## src/rtl/core/bba_pkg.sv

```systemverilog
// ----------------------------------------------------------------------------
// Bitmap block allocator package
// Shared constants, request record and helper function.
// ----------------------------------------------------------------------------
package bba_pkg;

  localparam int MAX_BLOCKS  = 32768;
  localparam int BLOCK_BYTES = 4096;
  localparam int WORD_BITS   = 32;
  localparam int BIT_W       = $clog2(WORD_BITS);
  localparam int MAP_WORDS   = MAX_BLOCKS / WORD_BITS;
  localparam int WAW         = $clog2(MAP_WORDS);
  localparam int RNG_W       = $clog2(MAX_BLOCKS) + 1;
  localparam int BOFF_W      = $clog2(BLOCK_BYTES);
  localparam int CNT_W       = 16;
  localparam int ADDR_W      = 32;

  typedef enum logic [1:0] {
    FN_ALLOC     = 2'd0,
    FN_FREE      = 2'd1,
    FN_MARK_FREE = 2'd2,
    FN_MARK_USED = 2'd3
  } func_t;

  // classified request: block range [first, last) and count
  typedef struct packed {
    func_t            func;
    logic [RNG_W-1:0] first;
    logic [RNG_W-1:0] last;
    logic [CNT_W-1:0] count;
  } req_t;

  function automatic logic [RNG_W-1:0] eff_lim(input logic [CNT_W-1:0] total);
    logic [CNT_W:0] t;
    t = {1'b0, total};
    if (t > (CNT_W+1)'(MAX_BLOCKS)) begin
      return RNG_W'(MAX_BLOCKS);
    end
    return RNG_W'(total);
  endfunction

endpackage

```

## src/rtl/core/bba_fifo.sv

```systemverilog
// ----------------------------------------------------------------------------
// Request queue
// Two-entry queue between the classifier and the bitmap engine.
// ----------------------------------------------------------------------------
module bba_fifo import bba_pkg::*; (
  input  logic clk,
  input  logic rst_n,
  input  logic push,
  input  req_t din,
  output logic full,
  input  logic pop,
  output logic valid,
  output req_t dout
);

  req_t       mem_r [2];
  logic       wp_r, rp_r;
  logic [1:0] cnt_r;

  assign full  = (cnt_r == 2'd2);
  assign valid = (cnt_r != 2'd0);
  assign dout  = mem_r[rp_r];

  always_ff @(posedge clk) begin
    if (!rst_n) begin
      wp_r  <= 1'b0;
      rp_r  <= 1'b0;
      cnt_r <= 2'd0;
    end else begin
      if (push) wp_r <= ~wp_r;
      if (pop) rp_r <= ~rp_r;
      unique case ({push, pop})
        2'b10:   cnt_r <= cnt_r + 2'd1;
        2'b01:   cnt_r <= cnt_r - 2'd1;
        default: cnt_r <= cnt_r;
      endcase
    end
  end

  always_ff @(posedge clk) begin
    if (push) mem_r[wp_r] <= din;
  end

endmodule

```

## src/rtl/core/bba_front.sv

```systemverilog
// ----------------------------------------------------------------------------
// Request front end
// Accepts request beats, turns byte addresses into block ranges and queues
// them for the bitmap engine.
// ----------------------------------------------------------------------------
module bba_front import bba_pkg::*; (
  input  logic             clk,
  input  logic             rst_n,
  input  logic             in_tvalid,
  output logic             in_tready,
  input  logic [79:0]      in_tdata,
  input  logic [1:0]       in_tuser,
  input  logic [RNG_W-1:0] lim,
  input  logic             hold,
  output logic             q_valid,
  output req_t             q_req,
  input  logic             q_pop
);

  localparam int FB_W = ADDR_W - BOFF_W;
  localparam int SP_W = ADDR_W + 2;

  logic [ADDR_W-1:0] addr, len;
  logic [CNT_W-1:0]  cnt;
  logic [FB_W-1:0]   first_full;
  logic [FB_W:0]     free_end;
  logic [SP_W-1:0]   span;
  logic [SP_W-BOFF_W-1:0] mark_end;
  logic [RNG_W-1:0]  first_c, end_c;
  logic              full, push;
  req_t              req;

  assign addr = in_tdata[31:0];
  assign cnt  = in_tdata[47:32];
  assign len  = in_tdata[79:48];

  always_comb begin
    first_full = addr[ADDR_W-1:BOFF_W];
    free_end   = {1'b0, first_full} + (FB_W+1)'(cnt);
    span       = SP_W'(addr) + SP_W'(len) + SP_W'(BLOCK_BYTES - 1);
    mark_end   = span[SP_W-1:BOFF_W];
    if ({1'b0, first_full} >= (FB_W+1)'(MAX_BLOCKS)) begin
      first_c = RNG_W'(MAX_BLOCKS);
    end else begin
      first_c = RNG_W'(first_full);
    end
    end_c = '0;
    unique case (func_t'(in_tuser))
      FN_FREE: begin
        if (free_end >= (FB_W+1)'(MAX_BLOCKS)) end_c = RNG_W'(MAX_BLOCKS);
        else end_c = RNG_W'(free_end);
      end
      FN_MARK_FREE, FN_MARK_USED: begin
        // zero length leaves an empty range
        if (len == '0) end_c = '0;
        else if (mark_end >= (SP_W-BOFF_W)'(lim)) end_c = lim;
        else end_c = RNG_W'(mark_end);
      end
      default: end_c = '0;
    endcase
    req.func  = func_t'(in_tuser);
    req.first = first_c;
    req.last  = end_c;
    req.count = cnt;
  end

  assign in_tready = !full && !hold;
  assign push      = in_tvalid && in_tready;

  bba_fifo u_fifo (
    .clk   (clk),
    .rst_n (rst_n),
    .push  (push),
    .din   (req),
    .full  (full),
    .pop   (q_pop),
    .valid (q_valid),
    .dout  (q_req)
  );

endmodule

```

## config.mk

```make
export PLATFORM = sky130hd
export DESIGN_NAME = bba_front
export DESIGN_NICKNAME = d
export VERILOG_FILES = /design/src/rtl/core/bba_pkg.sv /design/src/rtl/core/bba_fifo.sv /design/src/rtl/core/bba_front.sv
export SDC_FILE = /design/constraint.sdc
export NUM_CORES = 1
export LEC_CHECK = 0
export ABC_AREA = 1
export BUFFER_PORTS_ARGS = -buffer_cell sky130_fd_sc_hd__buf_2
export CORE_AREA = 3 3 147 120
export DETAILED_ROUTE_END_ITERATION = 6
export DIE_AREA = 0 0 150 123
export PLACE_DENSITY_LB_ADDON = 0.3
export SETUP_SLACK_MARGIN = 0.1
export SLEW_MARGIN = 5
export SYNTH_ARGS = -nofsm -noshare
export SYNTH_HDL_FRONTEND = slang
export SYNTH_SLANG_ARGS = --single-unit
```

## constraint.sdc

```tcl
create_clock -name clk -period 3.4 [get_ports clk]
set_clock_uncertainty 0.15 [all_clocks]
set_input_delay 0.17 -clock clk [delete_from_list [all_inputs] [get_ports clk]]
set_output_delay 0.17 -clock clk [all_outputs]
set_load 0.03 [all_outputs]
```

## Yosys cells after proc, flatten, opt, wreduce, memory -nomap -nowiden

Memories as Yosys holds them, arrays and structs flattened. A register that Yosys moved wholly into a read port is not among the register bits.
Index checks and enable logic that the tools add are counted.

| storage, ports and cells | value |
|---|---|
| bits of input ports | 103 |
| memories kept | 1 |
| register bits after elaboration | 4 |
| memory bits (writable) | 100 |
| memory bits (read-only) | 0 |
| bits in latches | 0 |
| logic and storage cells | 38 |

| cells by class | value |
|---|---|
| add/subtract/negate cells | 5 |
| bitwise gates (word level) | 2 |
| mux-type cells | 10 |
| shift operators | 0 |
| multipliers | 0 |
| reduce and logical (&&, ||, !) cells | 8 |
| magnitude comparators | 3 |
| divide/modulo/power cells | 0 |
| eq/ne operators | 6 |

Memories:

| memory | words | width | read ports | clocked after Yosys merged registers in | wr ports | line | RTL |
|---|---|---|---|---|---|---|---|
| u_fifo.mem_r | 2 | 50 | 1 | 1 | 1 | bba_fifo.sv:16 | `req_t mem_r [2];` |

Operators by type and width:

| operator | count |
|---|---|
| two-way mux 16 bit | 4 |
| adder 33 x 12 -> 34 bit, second input constant | 1 |
| adder 32 x 32 -> 33 bit | 1 |
| zero test 32 bit | 1 |
| case mux 16 bit (2 select lines) | 1 |
| >= comparator 22 x 16 -> 1 bit | 1 |
| adder 20 x 16 -> 21 bit | 1 |
| >= comparator 21 x 16 -> 1 bit, second input constant | 1 |
| >= comparator 20 x 16 -> 1 bit, second input constant | 1 |
| equality test 2 bit, second input constant | 4 |
| equality test 2 x 1 -> 1 bit, second input constant | 2 |
| two-way mux 1 bit | 4 |
| case mux 2 bit (2 select lines) | 1 |
| nonzero test 2 bit | 2 |
| adder 2 x 1 -> 2 bit, second input constant | 1 |
| logical AND 1 bit | 2 |
| zero test 1 bit | 2 |
| NOT 1 bit | 2 |
| OR reduction 2 bit | 1 |
| subtractor 2 x 1 -> 2 bit, second input constant | 1 |

## Logic depth before layout (Yosys ltp)

Gate-level depths: netlist of the first run.

| depth | value |
|---|---|
| depth after elaboration | 6 |
| gate-level depth with buffers | 34 |
| gate-level depth less buffers | 33 |

## Cells and area by module

From an unflattened synthesis of the first run, not the netlist that was laid out.

| second synthesis, totals | value |
|---|---|
| cells, all modules | 1049 |
| area total of the unflattened synthesis | 8803.4 um^2 |

By module, submodules not included:

| module | cells each | area each (um^2) | sequential area each (um^2) | times used |
|---|---|---|---|---|
| bba_front | 858 | 4712.0 | 0.0 | 1 |
| bba_fifo | 191 | 4091.4 | 3103.0 | 1 |

## Worst setup path before layout of the first run

No wires, ideal clock.

| timing | value |
|---|---|
| kind | reg2reg |
| start | register u_fifo.cnt_r[0] |
| end | memory u_fifo.mem_r[0][0] (netlist bit) (enable) |
| setup time | 0.458 ns |
| clock period less this slack | 3.907 ns |
| setup slack | -0.507 ns |
| required time | 2.792 ns |
| stages on the path, launching flop included | 5 |
| arrival time | 3.299 ns |
| path buffers | 0 |
| path through | dfxtp_1 > inv_1 > a21oi_1 > nand2_1 > nor2_1 |

| between the ends | value |
|---|---|
| word-level cells in the longest chain between the ends | 6 |

RTL lines:

| element | line | RTL |
|---|---|---|
| start: declaration | bba_fifo.sv:18 | `logic [1:0] cnt_r;` |
| start signal: assignment | bba_fifo.sv:33 | `2'b10: cnt_r <= cnt_r + 2'd1;` |
| start signal: assignment | bba_fifo.sv:34 | `2'b01: cnt_r <= cnt_r - 2'd1;` |
| start signal: assignment | bba_fifo.sv:35 | `default: cnt_r <= cnt_r;` |
| equality test 2 bit | bba_fifo.sv:20 | `assign full = (cnt_r == 2'd2);` |
| zero test 1 bit | bba_front.sv:67 | `assign in_tready = !full && !hold;` |
| logical AND 1 bit | bba_front.sv:67 |  |
| net in_tready | bba_front.sv:10 | `output logic in_tready,` |
| logical AND 1 bit | bba_front.sv:68 | `assign push = in_tvalid && in_tready;` |
| two-way mux 1 bit | bba_fifo.sv:41 | `if (push) mem_r[wp_r] <= din;` |
| two-way mux 1 bit (implied by the code) | bba_fifo.sv:41 |  |
| end: declaration | bba_fifo.sv:16 |  |

The timed path passes the listed nets, and every way through them passes these cells.

## Worst setup path after layout of the first run

| timing | value |
|---|---|
| start | input port in_tdata[13] |
| end | memory u_fifo.mem_r[1][20] (netlist bit), data pin |

| between the ends | value |
|---|---|
| word-level cells in the longest chain between the ends | 6 |

RTL lines:

| element | line | RTL |
|---|---|---|
| start: declaration | bba_front.sv:11 | `input logic [79:0] in_tdata,` |
| adder 32 x 32 -> 33 bit | bba_front.sv:40 | `span = SP_W'(addr) + SP_W'(len) + SP_W'(BLOCK_BYTES - 1);` |
| adder 33 x 12 -> 34 bit | bba_front.sv:40 |  |
| >= comparator 22 x 16 -> 1 bit | bba_front.sv:56 | `else if (mark_end >= (SP_W-BOFF_W)'(lim)) end_c = lim;` |
| two-way mux 16 bit | bba_front.sv:56 |  |
| two-way mux 16 bit | bba_front.sv:55 | `if (len == '0) end_c = '0;` |
| case mux 16 bit (2 select lines) * | bba_front.sv:48 | `unique case (func_t'(in_tuser))` |
| net end_c[4] | bba_front.sv:29 | `logic [RNG_W-1:0] first_c, end_c;` |

Mark *: on every way through the listed nets, which the timed path passes. The rest lies on a longest branch.

==> results of run 1 <==
## metal layers
metal,up-vias,share of wire (%)
met5,-,0
met4,0,2.0
met3,43,8.8
met2,424,46
met1,3900,43
li1,4068,-
## cells in the final DEF (no fill, tap or decap), types with 12 or more instances in the layout
cell type / instances
inv_2: 28
a21oi_1: 35
nand4_1: 23
buf_2: 148
o21ai_0: 16
ha_1: 43
edfxtp_1: 100
ha_4: 51
nor2_2: 12
buf_4: 122
nand2_1: 212
nand3_1: 34
dlygate4sd3_1: 22
nand2_2: 44
a21oi_2: 16
nor2_1: 81
inv_1: 146
mux2_2: 50
nand3_2: 28
## stage by stage
stage,hold WS (ns),std cells
after detailed placement,0.236,1512
after floorplan,0.119,1045
final,0.126,1573
after CTS,0.103,1567
after global routing,0.138,1573
after global placement,0.227,1512
## final cells by class
cell class / instances / area share (%)
tap: 220 / 2.25
sequential: 105 / 25.3
timing repair buffer: 305 / 16.7
clock buffer: 11 / 2.07
inverter: 183 / 5.85
clock inverter: 5 / 0.449
multi-input combinational: 744 / 47.3
## cell usage after synthesis, drive strengths merged
cell type,n,area (um2)
a211oi,1,7.51
a21boi,1,7.51
a21o,5,37.5
a21oi,54,270
a31oi,4,31.3
and2,1,6.26
and3,1,6.26
buf,11,62.6
clkbuf,3,11.3
dfxtp,5,100
edfxtp,100,3000
fa,1,20.0
ha,94,1180
inv,183,687
mux2,50,563
nand2,262,1000
nand3,64,320
nand3b,2,15.0
nand4,23,144
nor2,103,427
nor3,7,35.0
nor4,9,56.3
o21a,3,22.5
o21ai,20,100
o21bai,11,86.3
or2,1,6.26
xnor2,11,96.3
xor2,15,131
## power by group through the flow
stage	Combinational [uW]	Sequential, uW	Clock (uW)
6_report	2270	1490	1050
5_1_grt	2440	1490	1110
4_1_cts	1990	1490	1070
3_5_place_dp	1780	1520	0
3_3_place_gp	1750	1520	0
2_1_floorplan	1130	1510	0
## worst max-delay path by stage
stage,to,slack [ns],depth (start not counted)
floorplan,u_fifo.mem_r[0][0]$_DFFE_PP_,-0.51,4
global placement,u_fifo.mem_r[0][16]$_DFFE_PP_,-0.52,30
detailed placement,u_fifo.mem_r[0][19]$_DFFE_PP_,-0.61,27
CTS,u_fifo.mem_r[0][26]$_DFFE_PP_,-0.08,29
global route,u_fifo.mem_r[1][20]$_DFFE_PP_,-0.45,29
finish,u_fifo.mem_r[1][20]$_DFFE_PP_,-0.24,26
## worst max-delay path, cell delays in order
cell and delay, ns:
buf_2 0.13, ha_4 0.25, ha_4 0.29, nand2_1 0.16, nor2_2 0.23, nand3_1 0.11, nand2_2 0.14, buf_4 0.14
xor2_2 0.16, ha_1 0.26, nand2_1 0.08, nor2_1 0.07, o21ai_1 0.11, nand3_1 0.17, nand2_1 0.10, nand3_1 0.08
nand2_1 0.07, nand2_1 0.05, nor2_1 0.11, nand2_2 0.08, nor2_4 0.10, buf_12 0.16, buf_8 0.14, nand3_2 0.07
nand3_2 0.08, nand2_2 0.07
## kinds of logic after synthesis
| logic type | count (synthesis) | synth area share [%] |
|---|---|---|
| compound gates | 99 | 6.68 |
| mux | 50 | 6.68 |
| fa+ha+maj | 95 | 14.2 |
| xor+xnor | 26 | 2.70 |
| buf+inv | 197 | 9.02 |
| simple gates | 473 | 23.9 |
| flops | 105 | 36.8 |
## timing repair
action                     in CTS  in global routing
hold buffers                   22                  0
pin swaps                      39                 71
setup endpoints to repair      32                 32
gates resized for setup        60                 97
hold endpoints to repair       41                  0
cloned                          1                  0
setup buffers                  16                  6
## flip-flops by register name (all words and copies together) (netlist names), named ones only
name	cells
u_fifo.rp_r	1
u_fifo.cnt_r	2
u_fifo.wp_r	1
u_fifo.mem_r	100
==> impl_metrics.csv, run 1 <==
group,metric,value,unit
critical_path,critPathArrivalTime,3.60,ns
floorplan,die_x,150,um
sta,slew-limit-headroom,16.8,%
grt,grt_pass1_vias,7739,
pwr,total_power,4810,uW
synth,ys_warn_count,0,
clock_network,clock_latency,0.35,ns
critical_path,startpoint_type,"input pin",
grt,grt_busiest_layer,"met2",
pwr,pwr-share-clk,21.9,%
grt,antenna_found_initial,0,
sta,fmax,275,MHz
synth,seq_area_frac_synth,36.8,%
sta,timing.final.ws_setup,-0.240,ns
synth,syn_inst,1045,
flow_run,drv_cap,0,
layout,seq_area,3100,um2
layout,drive_gt1_share,42.7,%
synth,ys_types,39,
grt,grt_overflow,0,
run_status,violations,"setup timing",
layout,final_util,74.7,%
routing,routed_wl,26.6,mm
sta,tightest_slew,1.24,ns
routing,drc,0,
sta,period_needed,3.64,ns
pwr,p_int,3050,uW
layout,antennaDiodeCount,0,
floorplan,core,16400,um2
synth,ys_seq_elements,105,
hold_path,min_path_cells,3,
pwr,vdd_drop_max,0.296,mV
clock_network,cts.sinks,105,
grt,grt_use_met3,4.62,%
pwr,seqPwrFrac,30.9,%
critical_path,critical_path_class,"in -> reg",
sta,period_share,107,%
grt,grt_max_degree,29,
grt,met2_usage,42.2,%
grt,grt_pass1_wl,38.2,mm
hold_path,hold_start,"in_tvalid",
run_status,status,"complete, but fails checks",
sta,setup_violations,32,
layout,fillCellCount,1107,
clock_network,clockBufferDepth,2,
clock_network,clk_pin_slew_worst_paths,0.08,ns
critical_path,required,3.36,ns
place,dp_hpwl,19.3,mm
synth,synth.avg_cell_area,8.07,um2
clock_network,htreeDepth,3,
pwr,comb_power_share,47.1,%
sta,rsz0062_at_grt,"true",
sta,maxSlewViolCount,0,
pwr,power_switching,1770,uW
grt,grt.total_usage,26.5,%
routing,ant_nets,0,
place,port_buffers,154,
sta,hold_violations,0,
sta,fin_tns_setup,-6.93,ns
hold_path,hold_class,"in -> reg",
critical_path,worst-path-max-fanout,7,
routing,wl_per_cell,16.9,um
layout,multi_input_area,5800,um2
place,place_congestion,0.959,
critical_path,rrSetupSlack,1.23,ns
routing,first_pass_iters,5,
hold_path,holdPathEnd,"u_fifo.wp_r$_SDFFE_PN0P_",
clock_network,numCtsBuffers,9,
grt,grt.met1_usage,38.0,%
place,dpl-instance-area,10800,um2
clock_network,cts_root_buffer,"clkbuf_16",
layout,nets,1546,
floorplan,num_rows,42,
layout,design_area,12300,um2
critical_path,r2r_cells,5,
critical_path,r2r_end,"u_fifo.mem_r[0][15]$_DFFE_PP_",
layout,syn2layout_area_growth,45.3,%
floorplan,die_area,18500,um2
clock_network,cts_tree,"built",
floorplan,ios,155,
critical_path,cp-end-kind,"flop",
pwr,p_sw_share,36.7,%
routing,first_iter_violations,754,
synth,syn_nets,1243,
routing,num_vias,8435,
place,post-place-ws,-0.608,ns
critical_path,regToRegStartpoint,"u_fifo.cnt_r[0]$_SDFFE_PN0P_",
floorplan,initial_core_util,51.4,%
floorplan,die_h,123,um
pwr,p_leak,0.00574,uW
synth,syn-cell-area,8430,um2
critical_path,cp-startpoint,"in_tdata[13]",
routing,vias_per_cell,5.36,
pwr,power_density,393,nW/um2
No activity file was read; power rests on OpenSTA's default activity.
==> run 2: changes to the inputs <==
--- a/config.mk
+++ b/config.mk
@@ -7,12 +7,13 @@
 export LEC_CHECK = 0
 export ABC_AREA = 1
 export BUFFER_PORTS_ARGS = -buffer_cell sky130_fd_sc_hd__buf_2
-export CORE_AREA = 3 3 147 120
+export CORE_AREA = 2 2 137 112
 export DETAILED_ROUTE_END_ITERATION = 6
-export DIE_AREA = 0 0 150 123
+export DIE_AREA = 0 0 139 114
 export PLACE_DENSITY_LB_ADDON = 0.3
 export SETUP_SLACK_MARGIN = 0.1
 export SLEW_MARGIN = 5
 export SYNTH_ARGS = -nofsm -noshare
 export SYNTH_HDL_FRONTEND = slang
+export SYNTH_HIERARCHICAL = 1
 export SYNTH_SLANG_ARGS = --single-unit
==> constraint.sdc (replaced) <==
create_clock -name clk -period 4.6 [get_ports clk]
set_clock_uncertainty 0.15 [all_clocks]
set_input_delay 0.23 -clock clk [delete_from_list [all_inputs] [get_ports clk]]
set_output_delay 0.23 -clock clk [all_outputs]
set_load 0.03 [all_outputs]
==> impl_metrics.csv, run 2 <==
group,metric,value,unit
run_status,status,"finished, final reports clean",
synth,synth_area_leader_cell,"edfxtp_1",
floorplan,num_rows,40,
layout,layout_commonest_cell,"nand2_1",
sta,slew-limit-headroom,13.3,%
clock_network,cts_tree,"built",
clock_network,clockBufferDepth,2,
sta,fmax,240,MHz
pwr,power_density,296,nW/um2
layout,top_regs,"u_fifo/mem_r: 100 flops, u_fifo/cnt_r: 2 flops",
sta,rsz0062_at_grt,"false",
grt,grt_pass1_vias,7108,
layout,largest_register_ffs,100,
routing,ant_nets,0,
floorplan,die_h,114,um
clock_network,cts_root_buffer,"clkbuf_16",
critical_path,required,4.54,ns
layout,design_area,10200,um2
layout,syn2layout_area_growth,15.9,%
routing,first_pass_iters,5,
floorplan,initial_core_util,60.2,%
synth,synth_edf_count,100,
layout,nets,1423,
sta,maxSlewViolCount,0,
clock_network,numCtsBuffers,9,
routing,routed_wl,22.6,mm
grt,grt_max_degree,51,
layout,layout_common_cells,"251 x nand2_1, 183 x inv_1, 154 x buf_2",
clock_network,cts.sinks,105,
critical_path,cp-end-kind,"flop",
synth,seq_area_frac_synth,35.2,%
place,dpl-instance-area,9680,um2
synth,netlist.area_leader.share,34.1,%
synth,yosys.cell_count.top_type,"nand2_1",
layout,antennaDiodeCount,0,
routing,first_iter_violations,692,
synth,ys_warn_count,6,
grt,antenna_found_initial,0,
floorplan,die_x,139,um
sta,hold_violations,0,
sta,hold_ws,0.00696,ns
critical_path,startpoint_type,"input pin",
sta,fin_tns_setup,0,ns
pwr,vdd_drop_max,0.255,mV
synth,syn_nets,1247,
place,place_congestion,0.940,
sta,period_needed,4.16,ns
floorplan,core,14600,um2
sta,period_share,90.4,%
flow_run,drv_cap,0,
sta,tightest_slew,1.30,ns
routing,num_vias,7727,
grt,grt_pass1_wl,35.4,mm
floorplan,ios,155,
layout,final_cells,1419,
place,dp_cells,1381,
routing,wl_per_cell,15.9,um
critical_path,cp_slowest_cell,"xor2_1",
grt,grt.total_usage,28.3,%
sta,setup_violations,0,
grt,grt_overflow,0,
routing,drc,0,
synth,syn-cell-area,8800,um2
place,port_buffers,154,
critical_path,worst-path-buf-inv,6,
critical_path,worst-path-max-fanout,12,
floorplan,die_area,15800,um2
synth,ys_seq_elements,105,
synth,ys_async_sr_fraction,0,%
synth,synthTopCellsByArea,"edfxtp_1 34%, ha_1 13%, nand2_1 11%",
layout,fillCellCount,1216,
synth,ys_top_cells_by_count,"251 x nand2_1, 184 x inv_1, 100 x edfxtp_1",
layout,drive_gt1_share,20.8,%
synth,synth.avg_cell_area,8.39,um2
clock_network,cts_resized,0,
critical_path,critPathArrivalTime,4.10,ns
critical_path,crit_family,"simple AND/OR/NAND/NOR gates",
clock_network,clock_latency,0.35,ns
place,dp_hpwl,17.6,mm
layout,largest_register,"u_fifo/mem_r",
synth,ys_types,44,
critical_path,critical_path_class,"in -> reg",
pwr,p_leak,0.00519,uW
critical_path,crit_top_cell,"nand2_1",
synth,synthFlopType,"edfxtp_1",
hold_path,hold_class,"in -> reg",
critical_path,cpPeakStageDelay,0.39,ns
synth,syn_inst,1049,
routing,vias_per_cell,5.45,
clock_network,htreeDepth,3,
clock_network,clk_pin_slew_worst_paths,0.07,ns
==> run 2: cell count changes after synthesis, moves of 3 or more <==
cell	delta
mux2_2	-50
mux2_4	+50
buf_1	-5
buf_12	+5
nand2_1	-5
o21ai_0	-5
nand3_1	-4
xor2_1	+4
a21boi_0	+3
a21o_1	-3
nand2_2	+3
o21bai_1	+3
==> run 2: per-stage QoR <==
| step | utilization [%] | worst slack, ns | power [uW] |
|---|---|---|---|
| final | 69.8 | 0.442 | 3020 |
| after global routing | 69.8 | 0.153 | 3180 |
| after CTS | 69.5 | 0.451 | 2980 |
| after detailed placement | 66.3 | 0.120 | 2210 |
| after floorplan | - | 0.926 | 1930 |
| after global placement | 66.3 | 0.157 | 2190 |
==> run 2: report_power, final <==
| part | switching (uW) | internal [uW] |
|---|---|---|
| registers | 30.5 | 1090 |
| logic | 706 | 419 |
| clock network | 347 | 424 |
| total | 1080 | 1930 |
==> run 2: final timing paths <==
kind,slack [ns],start,endpoint,cells after the start
worst max-delay path,0.44,in_tdata[19],u_fifo/mem_r[0][28]$_DFFE_PP_,27
worst min-delay path,0.007,in_tdata[33],u_fifo/mem_r[1][1]$_DFFE_PP_,1
worst max register to register,2.15,u_fifo/cnt_r[0]$_SDFFE_PN0P_,u_fifo/mem_r[0][40]$_DFFE_PP_,5
worst min register to register,0.36,u_fifo/cnt_r[1]$_SDFFE_PN0P_,u_fifo/cnt_r[1]$_SDFFE_PN0P_,2
==> run 2: kinds of logic (layout without fill, tap and decap cells) <==
logic type / after synthesis / after routing / synth area share, %
simple gates: 474 / 474 / 23.6
mux: 50 / 50 / 8.53
buf+inv: 199 / 380 / 9.71
fa+ha+maj: 95 / 95 / 13.6
compound gates: 97 / 97 / 6.41
flops: 105 / 105 / 35.2
xor+xnor: 29 / 29 / 2.89
==> run 2: repair_timing <==
| action | in CTS | in global routing |
|---|---|---|
| hold endpoints to repair | 36 | 0 |
| hold buffers | 18 | 0 |
| setup endpoints to repair | 0 | 24 |
| setup buffers | 0 | 4 |
==> run 2: layout make-up <==
class / instances / area [um2] / area share [%]
multi-input cells: 745 / 4850 / 47.6
flip-flops and latches: 105 / 3110 / 30.4
repair buffers: 179 / 1020 / 9.96
inverters: 185 / 694 / 6.81
well taps: 189 / 236 / 2.32
clock buffers: 10 / 229 / 2.24
clock inverters: 6 / 67.6 / 0.662
==> run 2: per-layer routing <==
layer / wire length, um / vias to the layer above / part of all wire, % / GRT usage, %
li1: - / 3823 / - / -
met5: 0 / - / 0 / 0
met1: 9720 / 3489 / 43 / 38.0
met4: 612 / 0 / 2.7 / 9.63
met3: 2060 / 47 / 9.1 / 5.79
met2: 10200 / 368 / 45 / 46.3
==> run 3: changes to the inputs <==
--- a/config.mk
+++ b/config.mk
@@ -7,9 +7,9 @@
 export LEC_CHECK = 0
 export ABC_AREA = 1
 export BUFFER_PORTS_ARGS = -buffer_cell sky130_fd_sc_hd__buf_2
-export CORE_AREA = 2 2 137 112
+export CORE_AREA = 2 2 142 117
 export DETAILED_ROUTE_END_ITERATION = 6
-export DIE_AREA = 0 0 139 114
+export DIE_AREA = 0 0 144 119
 export PLACE_DENSITY_LB_ADDON = 0.3
 export SETUP_SLACK_MARGIN = 0.1
 export SLEW_MARGIN = 5
==> impl_metrics.csv, run 3 (same netlist as run 2, synthesis figures left out) <==
group,metric,value,unit
run_status,status,"finished, final reports clean",
critical_path,critical_path_class,"in -> reg",
layout,final_cells,1451,
routing,routed_wl,22.7,mm
grt,antenna_found_initial,0,
critical_path,worst-path-max-fanout,14,
layout,drive_gt1_share,20.7,%
layout,layout_common_cells,"251 x nand2_1, 183 x inv_1, 154 x buf_2",
grt,grt.total_usage,26.9,%
routing,vias_per_cell,5.27,
critical_path,cp-end-kind,"flop",
hold_path,hold_class,"in -> reg",
pwr,vdd_drop_max,0.143,mV
critical_path,critPathArrivalTime,4.04,ns
floorplan,die_area,17100,um2
place,dp_hpwl,17.8,mm
routing,first_pass_iters,6,
sta,fmax,244,MHz
sta,setup_violations,0,
critical_path,startpoint_type,"input pin",
sta,maxSlewViolCount,0,
sta,rsz0062_at_grt,"false",
sta,fin_tns_setup,0,ns
sta,tightest_slew,1.31,ns
sta,timing.final.ws_setup,0.507,ns
floorplan,initial_core_util,55.3,%
routing,first_iter_violations,697,
clock_network,numCtsBuffers,9,
flow_run,drv_cap,0,
sta,hold_violations,0,
sta,period_needed,4.09,ns
pwr,power_density,295,nW/um2
floorplan,ios,155,
floorplan,core,15900,um2
layout,largest_register,"u_fifo/mem_r",
floorplan,die_x,144,um
critical_path,r2r_cells,6,
critical_path,cp-startpoint,"in_tdata[14]",
place,port_buffers,154,
floorplan,num_rows,42,
critical_path,rrSetupSlack,1.94,ns
layout,nets,1424,
clock_network,cts.sinks,105,
routing,num_vias,7644,
layout,antennaDiodeCount,0,
place,dp_cells,1411,
critical_path,required,4.55,ns
critical_path,endpoint,"u_fifo/mem_r[1][29]$_DFFE_PP_",
clock_network,clockBufferDepth,2,
clock_network,htreeDepth,3,
clock_network,cts_root_buffer,"clkbuf_16",
routing,ant_nets,0,
place,place_congestion,0.952,
clock_network,clk_pin_slew_worst_paths,0.07,ns
clock_network,clock_latency,0.35,ns
place,post-place-ws,0.0855,ns
pwr,p_leak,0.00520,uW
clock_network,cts_tree,"built",
routing,wl_per_cell,15.6,um
layout,largest_register_ffs,100,
grt,grt_overflow,0,
grt,grt_pass1_vias,7214,
floorplan,die_h,119,um
sta,period_share,89.0,%
routing,drc,0,
grt,grt_pass1_wl,35.9,mm
grt,grt_max_degree,51,
layout,top_regs,"u_fifo/mem_r: 100 flops, u_fifo/cnt_r: 2 flops",
layout,layout_commonest_cell,"nand2_1",
layout,syn2layout_area_growth,16.6,%
critical_path,r2r_end,"u_fifo/mem_r[0][27]$_DFFE_PP_",
critical_path,regToRegStartpoint,"u_fifo/cnt_r[1]$_SDFFE_PN0P_",
sta,slew-limit-headroom,12.3,%
-- run 3: cell types whose count changed in the layout (fill, tap and decap cells not counted), sizes merged --
cell,delta
clkinv,-1
clkbuf,+1
buf,-1
clkinvlp,-1
inv,+1
dlygate4sd3,+2
-- run 3: timing repair --
| action | in CTS | in global routing |
|---|---|---|
| endpoints found under the setup margin | 0 | 32 |
| resized for setup | 0 | 0 |
| hold buffers | 20 | 0 |
| hold endpoints to repair | 40 | 0 |
| setup buffers | 0 | 4 |
-- run 3: metal layers --
layer / routed length, um / part of all wire, % / GRT usage (%) / vias to the layer above
met5: 0 / 0 / 0 / -
met4: 688 / 3.0 / 10.3 / 0
met3: 1600 / 7.1 / 2.85 / 47
met2: 10200 / 45 / 42.7 / 295
met1: 10200 / 45 / 38.1 / 3476
li1: - / - / - / 3826
-- run 3: how the worst min path moves through the flow --
| stage | start | to | depth (start not counted) |
|---|---|---|---|
| after detailed placement | in_tdata[41] | u_fifo/mem_r[0][9]$_DFFE_PP_ | 1 |
| after global placement | in_tdata[41] | u_fifo/mem_r[0][9]$_DFFE_PP_ | 1 |
| after global routing | in_tdata[12] | u_fifo/mem_r[0][32]$_DFFE_PP_ | 3 |
| after CTS | hold | u_fifo/wp_r$_SDFFE_PN0P_ | 4 |
| after floorplan | in_tdata[32] | u_fifo/mem_r[0][0]$_DFFE_PP_ | 0 |
| final | hold | u_fifo/wp_r$_SDFFE_PN0P_ | 4 |
-- run 3: stage by stage --
step / area, um2 / hold slack [ns] / utilization, % / power [uW]
5_1_grt: 10300 / 0.126 / 64.4 / 3200
2_1_floorplan: 8800 / 0.179 / - / 1930
6_report: 10300 / 0.0779 / 64.4 / 3030
4_1_cts: 10200 / 0.0664 / 64.2 / 3010
3_3_place_gp: 9720 / 0.287 / 61.0 / 2200
3_5_place_dp: 9720 / 0.291 / 61.0 / 2220
-- run 3: area by class of cell --
class | instances | area (um2)
Clock buffer | 11 | 243
Clock inverter | 5 | 60.1
Fill cell | 1360 | 5660
Inverter | 185 | 694
Multi-Input combinational cell | 745 | 4850
Sequential cell | 105 | 3110
Tap cell | 220 | 275
Timing Repair Buffer | 180 | 1030
-- run 3: report_power, final --
part	switching, uW	internal (uW)	total (uW)
Combinational	706	420	1130
Clock	343	440	783
Sequential	29.7	1090	1120
-- run 3: critical path, stage by stage --
cell,delay [ns]
buf_2,0.13
ha_1,0.30
ha_1,0.37
nand2_1,0.09
nand2_1,0.07
o21bai_1,0.16
nor2_1,0.11
nand2_1,0.19
a21oi_1,0.22
xor2_1,0.35
inv_1,0.08
ha_1,0.30
nand2_1,0.07
nand2_1,0.05
nand2_1,0.05
nand2_1,0.05
a21boi_0,0.15
nand3_1,0.11
nand2_1,0.07
nand2_1,0.05
nor2_1,0.10
nand2_1,0.09
nor2_4,0.13
buf_12,0.15
buf_4,0.11
nand3_1,0.07
nand3_1,0.10
nand2_1,0.08
